$ cat config.mk
export PLATFORM = sky130hd
export DESIGN_NAME = hct_ram
export DESIGN_NICKNAME = d
export VERILOG_FILES = /design/src/hw/rtl/hct_ram.sv
export SDC_FILE = /design/constraint.sdc
export NUM_CORES = 1
export LEC_CHECK = 0
export ABC_AREA = 0
export BUFFER_PORTS_ARGS = -buffer_cell sky130_fd_sc_hd__buf_2
export CORE_AREA = 2 2 251 253
export CTS_CLUSTER_SIZE = 30
export DETAILED_ROUTE_END_ITERATION = 10
export DIE_AREA = 0 0 253 255
export GPL_ROUTABILITY_DRIVEN = 1
export SYNTH_ARGS = -nofsm -noshare
export SYNTH_HDL_FRONTEND = slang
export SYNTH_SLANG_ARGS = --single-unit
export TNS_END_PERCENT = 100
$ cat constraint.sdc
create_clock -name clk -period 2.8 [get_ports clk]
set_input_delay 0.14 -clock clk [delete_from_list [all_inputs] [get_ports clk]]
set_output_delay 0.14 -clock clk [all_outputs]
set_load 0.02 [all_outputs]
$ cat src/hw/rtl/hct_ram.sv
module hct_ram #(
  parameter int WIDTH = 8,
  parameter int DEPTH = 64
) (
  input  logic                     clk,
  input  logic                     we,
  input  logic [$clog2(DEPTH)-1:0] waddr,
  input  logic [WIDTH-1:0]         wdata,
  input  logic [$clog2(DEPTH)-1:0] raddr,
  output logic [WIDTH-1:0]         rdata
);

  logic [WIDTH-1:0] mem [DEPTH];

  // one write port, one registered read port (returns old data on collision)
  always_ff @(posedge clk) begin
    if (we) begin
      mem[waddr] <= wdata;
    end
    rdata <= mem[raddr];
  end

endmodule

==> key figures <==
Status
  • Run status: completed

Run
  • Number of maximum-capacitance violations: 0

Floorplan
  • Horizontal die dimension: ~250 um
  • Boundary Pins: 30
  • Starting density of the core: about a third
  • Core Footprint: 62200 sq um
  • Standard-cell row count: 92
  • Die Height: approximately 260 um
  • Die area: 64500 sq um

Drt
  • First-pass detailed-route iteration total: 5
  • Antenna-violating nets left: 0
  • Number of design rule violations left after detail routing: 0
  • Drt total wl: about 46000 um
  • Count of routing violations after the opening detailed-route iteration: 923
  • Routed length per placed instance: 24.0 um
  • Routed vias/inst: 5.13
  • Via Count: 9845

Logic synthesis
  • Sequential area share after synthesis: 77.0%
  • Net count after synthesis: slightly below 1000
  • Netlist area before placement: between 20000 and 25000 sq um
  • Top flip-flop cell by instance count after synthesis: edfxtp_1
  • Synth cell types: 40
  • Total of warnings raised by yosys: 0
  • Post-synthesis instance total: 940
  • Post-synthesis sequential element count: 520
  • Fraction of registers with async set or reset after synthesis: 0%
  • Number of flops mapped to enable cells by yosys: between 500 and 600
  • Mean instance size in the synthesized netlist: between 20 and 25 sq um

Place
  • Final GP Congestion: 0.781
  • Area after detailed placement: 21900 sq um
  • Setup WS pre-CTS: between 150 and 200 ps
  • Port Buffers: 29
  • Post-detailed-placement half-perimeter wirelength: 29400 um
  • Total instance count after detailed placement: between 1500 and 2000

STA
  • Transition time at the pin with the least slew margin: between 1000 and 1500 ps
  • Setup clock skew after layout: 8.00 ps
  • Fmax: between 0.4 and 0.5 GHz
  • Number of pins exceeding their max-slew limit in the final report: 0
  • Number of failing hold endpoints at the final stage: 0
  • Total negative slack for setup checks: 0 ps
  • Final-layout worst hold slack: ~30 ps
  • RSZ-0062 raised after global routing: false
  • Shortest clock period the worst path allows after layout: approximately 2100 ps
  • Post-route setup slack: between 700 and 800 ps
  • Final worst-path cycle share: about 74%
  • Final setup violation count: 0
  • Relative slew slack: 14.7%

Setup path
  • Worst Reg-to-Reg Cells: 5
  • Critical path launch point type: flip-flop
  • Reg-to-reg critical path startpoint: mem[24][6]
  • Required time of the critical path: ~3300 ps
  • Type of destination of the critical path: flip-flop
  • CP arrival: 2530 ps
  • Internal reg-to-reg setup slack: 720 ps
  • Crit Path Class: flip-flop to flip-flop
  • Max FO, Critical Path: 1
  • Endpoint of the worst register-to-register path: rdata[6]

Power and ir drop
  • Leakage: 7.53 nW
  • Total power divided by cell area: 703 nW/um^2
  • Peak ir drop on the vdd network: between 0.4 and 0.5 mV

CTS
  • Clock latency of the later-clocked register in the worst-skew pair: 580 ps
  • Clock input transition at the sequential cells of the worst setup and hold paths: 60 ps
  • Clock tree from TritonCTS: built
  • Number of buffers inserted during clock tree synthesis: 50
  • Number of levels in the clock H-tree: 2
  • Root buffer cell: clkbuf_16
  • Number of clock sinks: 520
  • Maximum root-to-sink buffer count: 3
  • Post-CTS setup buffers: 0

Layout
  • Final instance area: 23700 sq um
  • Area delta synth->final: 17.4%
  • Final antenna diode count: 0
  • Post-route insts no fill: 1920
  • Layout cell share with drive strength beyond 1: 31.8%
  • Final net count: 1102

Worst hold path
  • Hold Path Origin: wdata[1]
  • Worst Hold Class: primary input to flip-flop
  • Worst Hold Path Cells: 1
  • Worst-case hold path end point: mem[14][1]

Global route
  • Total GRT Usage: 14.5%
  • Initial antenna violation count: 2
  • Maximum number of pins on one net before global-route repair: 65
  • Via count of the first global-routing pass: between 10000 and 15000
  • First-pass GRT wire length: between 60000 and 70000 um
  • Remaining global-route overflow: 0
## state kept, by name, indices dropped and copies added (netlist names)
| name | flops |
|---|---|
| mem | 512 |
| rdata | 8 |
## power by group
part           internal, mW  switching, mW
Clock                  4.30           2.85
Combinational         0.331          0.511
Sequential             8.61         0.0335
Total                  13.2           3.40
## final cells by class
cell class	instances	area (sq um)
fill	5584	38500
sequential	520	15500
multi-input combinational	369	4320
clock buffer	68	1460
timing repair buffer	139	1060
tap	799	1000
clock inverter	25	307
## kinds of logic after synthesis
group	after synthesis	synth area share (%)
AOI/OAI and AO/OA	54	2.07
DFF	520	77.0
and+or+nand+nor	153	3.39
buffers and inverters	51	1.57
muxes	162	15.9
## per-layer routing
layer  global-route usage, %  up-vias  part of all wire, %
met5                       0        -                0.050
met3                    2.66       72                  6.0
met1                    20.2     5242                   43
met4                    4.45        4                  2.2
li1                        -     4217                    -
met2                    23.4      310                   48
## worst max-delay path by stage
stage,from,to,cells past startpoint,slack (ps)
finish,mem[24][6],rdata[6],5,720
global route,mem[24][6],rdata[6],5,700
CTS,mem[24][6],rdata[6],5,710
detailed placement,raddr[0],rdata[6],7,190
global placement,raddr[0],rdata[6],7,180
floorplan,raddr[1],rdata[3],7,990
## layout by cell type (no fill, tap or decap), types with 4 or more instances in the layout
cell / count
mux2i_1: 23
dfxtp_1: 8
clkbuf_1: 7
nand2b_1: 7
nand2_1: 19
clkbuf_16: 53
a211oi_1: 4
a221oi_1: 6
mux4_2: 126
buf_2: 26
buf_4: 104
nor3_1: 7
bufinv_16: 7
clkbuf_8: 9
clkinv_2: 6
nor2b_1: 14
buf_12: 6
nor2_1: 83
nand3_1: 13
o221ai_1: 8
o22ai_1: 8
edfxtp_1: 512
clkinv_1: 7
mux2_2: 13
## synthesized netlist by cell type, types with 2 or more instances
cell type / instances / share of area, %
edfxtp_1: 512 / 76
mux4_2: 126 / 14
nor2_1: 83 / 1.5
mux2i_1: 23 / 1.1
nand2_1: 19 / 0.35
clkbuf_1: 17 / 0.32
nor2b_1: 14 / 0.43
buf_4: 13 / 0.48
mux2_2: 13 / 0.73
nand3_1: 13 / 0.32
buf_2: 11 / 0.27
dfxtp_1: 8 / 0.79
o221ai_1: 8 / 0.35
o22ai_1: 8 / 0.25
nand2b_1: 7 / 0.22
nor3_1: 7 / 0.17
a221oi_1: 6 / 0.26
a211oi_1: 4 / 0.15
buf_1: 4 / 0.074
buf_6: 4 / 0.22
a21oi_1: 3 / 0.074
a22oi_1: 3 / 0.11
nand3b_1: 3 / 0.11
o2111ai_1: 3 / 0.13
o2bb2ai_1: 3 / 0.13
a2111oi_0: 2 / 0.087
buf_12: 2 / 0.20
nand4_1: 2 / 0.062
nor4_1: 2 / 0.062
o21a_1: 2 / 0.074
o21ai_0: 2 / 0.050
o21ai_1: 2 / 0.050
o221a_2: 2 / 0.11
o32ai_1: 2 / 0.087
o41ai_1: 2 / 0.087
## repair_timing
action / 4_1_cts / 5_1_grt
hold endpoints to repair: 16 / 0
resized for setup: 0 / 0
hold buffers: 2 / 0
## through the flow
stage / total power [mW] / utilization (%)
floorplan: 9.27 / -
global placement: 9.66 / 35.2
detailed placement: 9.67 / 35.2
CTS: 16.8 / 38.1
global route: 17.1 / 38.1
finish: 16.6 / 38.1
## critical path, stage by stage, from the launching register on
cell      delay [ps]
edfxtp_1         380
mux4_2           470
mux2_2           290
o221a_2          270
nor3_1           400
o32ai_1          150
Note: power is estimated with default switching activity, not from simulation.
